File: config.mk
export PLATFORM = sky130hd
export DESIGN_NAME = pil_cell
export DESIGN_NICKNAME = d
export VERILOG_FILES = /design/src/rtl/positional_insert_erase_list_defines.svh /design/src/rtl/pil_pkg.sv /design/src/rtl/pil_cell.sv
export SDC_FILE = /design/constraint.sdc
export NUM_CORES = 1
export LEC_CHECK = 0
export ABC_AREA = 1
export BUFFER_PORTS_ARGS = -buffer_cell sky130_fd_sc_hd__buf_2
export CAP_MARGIN = 20
export CORE_UTILIZATION = 35
export DETAILED_ROUTE_END_ITERATION = 16
export PLACE_DENSITY = 0.79
export SLEW_MARGIN = 30
export SYNTH_ARGS = -nofsm -noshare
export SYNTH_HDL_FRONTEND = slang
export SYNTH_SLANG_ARGS = --single-unit
File: constraint.sdc
create_clock -name clk -period 3.2 [get_ports clk]
set_input_delay 0.16 -clock clk [delete_from_list [all_inputs] [get_ports clk]]
set_output_delay 0.16 -clock clk [all_outputs]
set_load 0.01 [all_outputs]
File: src/rtl/positional_insert_erase_list_defines.svh
`ifndef POSITIONAL_INSERT_ERASE_LIST_DEFINES_SVH
`define POSITIONAL_INSERT_ERASE_LIST_DEFINES_SVH

// same-cycle implication
`define PIL_ASSERT_NOW(label, clk, rst_n, ante, cons, msg) \
    label: assert property (@(posedge clk) disable iff (!rst_n) (ante) |-> (cons)) \
        else $error(msg);

// next-cycle implication
`define PIL_ASSERT_NEXT(label, clk, rst_n, ante, cons, msg) \
    label: assert property (@(posedge clk) disable iff (!rst_n) (ante) |=> (cons)) \
        else $error(msg);

`endif

File: src/rtl/pil_pkg.sv
package pil_pkg;

    localparam int unsigned POS_W  = 7;
    localparam int unsigned CNT_W  = 7;
    localparam int unsigned CAP_W  = 7;
    localparam int unsigned DATA_W = 32;
    localparam int unsigned REQ_W  = 2;
    localparam int unsigned STAT_W = 2;

    localparam logic [CAP_W-1:0] CAP_RESET = 7'd50;

    localparam logic [REQ_W-1:0] REQ_INSERT = 2'd0;
    localparam logic [REQ_W-1:0] REQ_ERASE  = 2'd1;
    localparam logic [REQ_W-1:0] REQ_READ   = 2'd2;
    localparam logic [REQ_W-1:0] REQ_NONE   = 2'd3;

    localparam logic [STAT_W-1:0] ST_OK      = 2'd0;
    localparam logic [STAT_W-1:0] ST_FULL    = 2'd1;
    localparam logic [STAT_W-1:0] ST_ILLEGAL = 2'd2;
    localparam logic [STAT_W-1:0] ST_EMPTY   = 2'd3;

    typedef struct packed {
        logic [REQ_W-1:0]         req_type;
        logic [POS_W-1:0]         position;
        logic signed [DATA_W-1:0] new_value;
    } req_t;

    typedef struct packed {
        logic [STAT_W-1:0]        status;
        logic [CNT_W-1:0]         list_size;
        logic signed [DATA_W-1:0] read_value;
        logic                     is_empty;
    } rsp_t;

    // broadcast to every cell of the chain
    typedef struct packed {
        logic                     ins;
        logic                     ers;
        logic                     rd;
        logic [POS_W-1:0]         pos;
        logic signed [DATA_W-1:0] value;
    } cell_cmd_t;

endpackage

File: src/rtl/pil_cell.sv
module pil_cell #(
    parameter int unsigned INDEX = 0
) (
    input  logic                              clk,
    input  pil_pkg::cell_cmd_t                cmd,
    input  logic signed [pil_pkg::DATA_W-1:0] left_data,
    input  logic signed [pil_pkg::DATA_W-1:0] right_data,
    output logic signed [pil_pkg::DATA_W-1:0] data,
    output logic signed [pil_pkg::DATA_W-1:0] sel_data
);
    import pil_pkg::*;

    logic signed [DATA_W-1:0] entry_reg;
    logic signed [DATA_W-1:0] entry_next;
    logic                     at_pos;
    logic                     past_pos;

    assign at_pos   = (INDEX == 32'(cmd.pos));
    assign past_pos = (INDEX > 32'(cmd.pos));

    always_comb
    begin
        entry_next = entry_reg;
        priority if (cmd.ins && past_pos)
        begin
            entry_next = left_data;
        end
        else if (cmd.ins && at_pos)
        begin
            entry_next = cmd.value;
        end
        else if (cmd.ers && (at_pos || past_pos))
        begin
            entry_next = right_data;
        end
        else
        begin
            entry_next = entry_reg;
        end
    end

    always_ff @(posedge clk)
    begin
        entry_reg <= entry_next;
    end

    assign data     = entry_reg;
    assign sel_data = (cmd.rd && at_pos) ? entry_reg : '0;

endmodule

# Word-level counts from Yosys, hierarchy flattened
# Index checks and enable logic that the tools add are counted.
# W data, S select, Z words.
[totals]
in_bits = 107
word_cells = 9
register_bits = 32
[classes]
n_mux = 3
n_reduce_logical = 5
[op_table]
columns = ["op", "count"]
rows = [
  ["$mux W32", 3],
  ["$logic_not A7 Y1", 1],
  ["$logic_and A1 B1 Y1", 3],
  ["$reduce_bool A2 Y1", 1],
]

# Longest topological paths before layout
[depth]
depth_word = 4
ltp_mapped = 7

# Worst setup path before layout
# OpenSTA, ideal clock, no wires.
[synth_timing]
path_kind = "input to register"
from = "input cmd[38] (netlist name)"
to = "register entry_reg[0], in the netlist data[0] (enable)"
path_stages = 6
t_required_ns = 2.811
path_slack_ns = 1.397
arrival_ns = 1.414
path_buffers = 1
cell_sequence = "nor2_1 > nand2_1 > nor2_4 > buf_4 > nand2_1 > nand2_1"
[synth_via]
elab_chain_len = 3
elab_cells_between_ends = 4
cone_classes = "reduce/logical (4)"
[synth_lines]
columns = ["element", "line_no", "rtl"]
rows = [
  ["start, declared", "pil_cell.sv:5", "input pil_pkg::cell_cmd_t cmd,"],
  ["$logic_not A7 Y1 *", "pil_cell.sv:18", "assign at_pos = (INDEX == 32'(cmd.pos));"],
  ["$logic_and A1 B1 Y1 (on tied branches)", "pil_cell.sv:28, pil_cell.sv:32", ""],
  ["$reduce_bool A2 Y1 (no source line) *", "--", ""],
  ["end signal, assigned", "pil_cell.sv:44", "entry_reg <= entry_next;"],
  ["end, declared", "pil_cell.sv:13", "logic signed [DATA_W-1:0] entry_reg;"],
]
# Mark *: on every way between the ends. The rest lies on a longest branch, timed or not.
# A chain may end at the register's enable or synchronous reset.

# Worst setup path after layout
[layout_timing]
from = "input cmd[38] (netlist name)"
to = "output sel_data[23] (netlist name)"
[layout_via]
elab_chain_len = 3
[layout_lines]
columns = ["element", "line_no", "rtl"]
rows = [
  ["$logic_not A7 Y1", "pil_cell.sv:18", ""],
  ["$logic_and A1 B1 Y1", "pil_cell.sv:48", "assign sel_data = (cmd.rd && at_pos) ? entry_reg : '0;"],
  ["$mux W32", "pil_cell.sv:48", ""],
  ["end, declared", "pil_cell.sv:9", "output logic signed [pil_pkg::DATA_W-1:0] sel_data"],
]
# Every way passes these cells.

==> metrics.csv <==
stage;metric;value;unit
status;status;completed;
global_routing;largest net degree at the start of global routing;34;
hold_path;Hold Path End;data[29];
drt;Post-Route WL;4500;µm
critical_path;critical path's slowest cell;nand2_2;
drt;via/cell ratio;4.32;
run;Max-Cap Viols;0;
drt;Remaining DRCs;0;
logic_synthesis;area leader, netlist;edfxtp_1;
logic_synthesis;post-synthesis cell type count;12;
clock_network;clk buf depth;2;
sta;RSZ-0062 raised after global routing;no;
critical_path;Worst Path Arrival;1.73;ns
drt;Post-DRT Antenna Nets;0;
logic_synthesis;Mapped Area;0.00180;mm²
clock_network;post-CTS setup buffers;0;
sta;Tcrit/Tclk final;58.9;%
critical_path;Worst Path Buf+Inv;2;
die;num ports;171;
die;CORE AREA;0.00485;mm²
placed_design;area of placed instances;0.00251;mm²
cells_and_area;ant diodes;0;
sta;final hold vios;0;
die;die width;73.7;µm
drt;1st-pass router iterations;4;
sta;TNS Setup;0;ns
clock_network;cts bufs inserted;5;
logic_synthesis;Post-synth ARST share;0;%
die;die footprint;0.00544;mm²
pwr;total internal power;0.000657;W
die;Rows;25;
cells_and_area;design area;0.00259;mm²
sta;Final setup viols;0;
hold_path;hold depth;3;
pwr;total power per unit cell area;319;mW/mm²
global_routing;initial antenna violation count;0;
clock_network;hold buffer count at CTS;0;
critical_path;startpoint class of the critical path;input pin;
critical_path;CP Data Required Time;3.04;ns
logic_synthesis;largest cells by area after synthesis;edfxtp_1 (53%), nand2_1 (15%), nand3_1 (9.5%), inv_1 (7.9%), nor2_1 (5.4%);
clock_network;post_cts resized;0;
sta;measured slew at the worst slew-check pin;0.716;ns
placed_design;routability congestion estimate;0.789;
cells_and_area;P&R area growth vs syn;43.8;%
sta;crit path time final;1.89;ns
placed_design;pre-CTS setup slack;1.26;ns
clock_network;CTS root buf;clkbuf_8;
clock_network;H-tree lvl count;2;
placed_design;HPWL after DPL;3350;µm
die;effective utilization at floorplan;37.1;%
sta;final slew viol count;0;
critical_path;delay-heaviest family, CP;simple AND/OR/NAND/NOR gates;
critical_path;Worst Setup SP;cmd[38];
drt;DRC violation total after the first TritonRoute iteration;45;
sta;Slew HR;52.1;%
logic_synthesis;post-synth top area share;53.4;%
logic_synthesis;count leader, synth;nand2_1;
global_routing;Total GRT Usage;17.2;%
placed_design;port bufs;138;
pwr;Tot Pwr;0.000826;W
hold_path;hold path startpoint;right_data[29];
clock_network;Clk pin slew, worst setup/hold paths;0.06;ns
pwr;switching pwr;0.000169;W
pwr;leakage;1.50;nW
global_routing;vias in the first global route;1664;
pwr;Seq pwr share;56.5;%
critical_path;critical path class;input pin to output pin;
logic_synthesis;most frequent cells after synthesis;nand2_1 (70), inv_1 (38), nand3_1 (34);
die;Die Height;73.7;µm
logic_synthesis;Synth Area per Inst;8.00;µm²
global_routing;Congestion Overflow GR;0;
logic_synthesis;main flop type after synthesis;edfxtp_1;
logic_synthesis;Ys Warns;0;
critical_path;Crit path depth;7;
pwr;Worst VDD drop;0.000170;V
pwr;Clock power frac;33.5;%
critical_path;Slowest Stage Delay on Critical Path;0.51;ns
cells_and_area;Util after Layout;53.4;%
logic_synthesis;post-synthesis sequential area ratio;53.4;%
global_routing;first-pass GRT wire length;7010;µm
cells_and_area;fillers;461;
drt;Avg WL per Cell;10.5;µm
cells_and_area;share of cells above drive strength 1;44.2;%
sta;Max Clock Freq;0.530;GHz
logic_synthesis;EDFF count, synth;32;
clock_network;CTS tree;built;
logic_synthesis;Net Count, Synth;332;
critical_path;CP cell instances;buf_2, nor2_1, nand2_1, nor2_4, nand2_2, nor2_1, buf_2;
sta;setup ws final;1.31;ns
drt;DR vias;1845;
cells_and_area;max reg flops;32;
pwr;combinational share of power;10.1;%
critical_path;critical path peak fanout;32;
pwr;Sw Share;20.5;%
clock_network;Clock Sinks;32;
hold_path;Hold Path Class;input pin to flip-flop;
critical_path;Setup crit end kind;output pin;
cells_and_area;nets;467;
logic_synthesis;cell count after synthesis;225;
logic_synthesis;FF+latch count, synth;32;
[metrics by stage]
step / instances / hold WS [ns]
finish: 427 / 0.150
global route: 427 / 0.142
CTS: 427 / 0.141
detailed placement: 420 / 0.428
global placement: 420 / 0.421
floorplan: 225 / 0.339
[cells by family (layout without fill, tap and decap cells)]
kind of cell / Yosys count / in the layout / share of synthesized area (%)
buf+inv: 51 / 186 / 12.7
simple gates: 142 / 142 / 33.9
flops: 32 / 32 / 53.4
[placed cells by master, fill, tap and decap left out]
cell type | netlist | layout
clkbuf_1 | 4 | 1
nand2_1 | 70 | 70
buf_4 | 3 | 3
clkinv_2 | 0 | 1
clkbuf_8 | 0 | 5
edfxtp_1 | 32 | 32
nor2_2 | 10 | 10
buf_2 | 3 | 138
nor2_4 | 1 | 1
inv_1 | 38 | 38
nand2_2 | 1 | 1
nand3_1 | 34 | 34
nor2_1 | 26 | 26
[worst max-delay path by stage]
stage                    to  slack, ns
2_1_floorplan       data[0]       1.40
3_3_place_gp   sel_data[18]       1.34
3_5_place_dp   sel_data[23]       1.26
4_1_cts        sel_data[23]       1.26
5_1_grt        sel_data[17]       1.09
6_report       sel_data[23]       1.31
[layout make-up]
class	count	area, µm²	share of cell area [%]
Clock buffer	6	72.6	2.80
Clock inverter	1	5.00	0.193
Inverter	38	143	5.51
Multi-Input combinational cell	142	611	23.6
Sequential cell	32	961	37.1
Tap cell	67	83.8	3.24
Timing Repair Buffer	141	713	27.5
[tightest hold or removal path, stage by stage]
cell	delay [ns]
buf_2	0.08
nand2_1	0.04
nand2_1	0.04
[power by group through the flow]
| stage | clock network [W] | registers (W) | logic, W |
|---|---|---|---|
| floorplan | 0 | 0.000477 | 0.0000300 |
| global placement | 0 | 0.000475 | 0.0000813 |
| detailed placement | 0 | 0.000475 | 0.0000840 |
| CTS | 0.000289 | 0.000466 | 0.0000840 |
| global route | 0.000308 | 0.000466 | 0.0000960 |
| finish | 0.000276 | 0.000466 | 0.0000831 |
[layer usage]
| layer | vias up | GRT usage (%) | wire [µm] |
|---|---|---|---|
| met3 | 6 | 5.21 | 377 |
| met4 | 0 | 6.84 | 58 |
| met2 | 103 | 31.0 | 2290 |
| li1 | 962 | - | - |
| met5 | - | 0 | 0 |
| met1 | 774 | 18.6 | 1770 |
No activity file was read; power rests on OpenSTA's default activity.
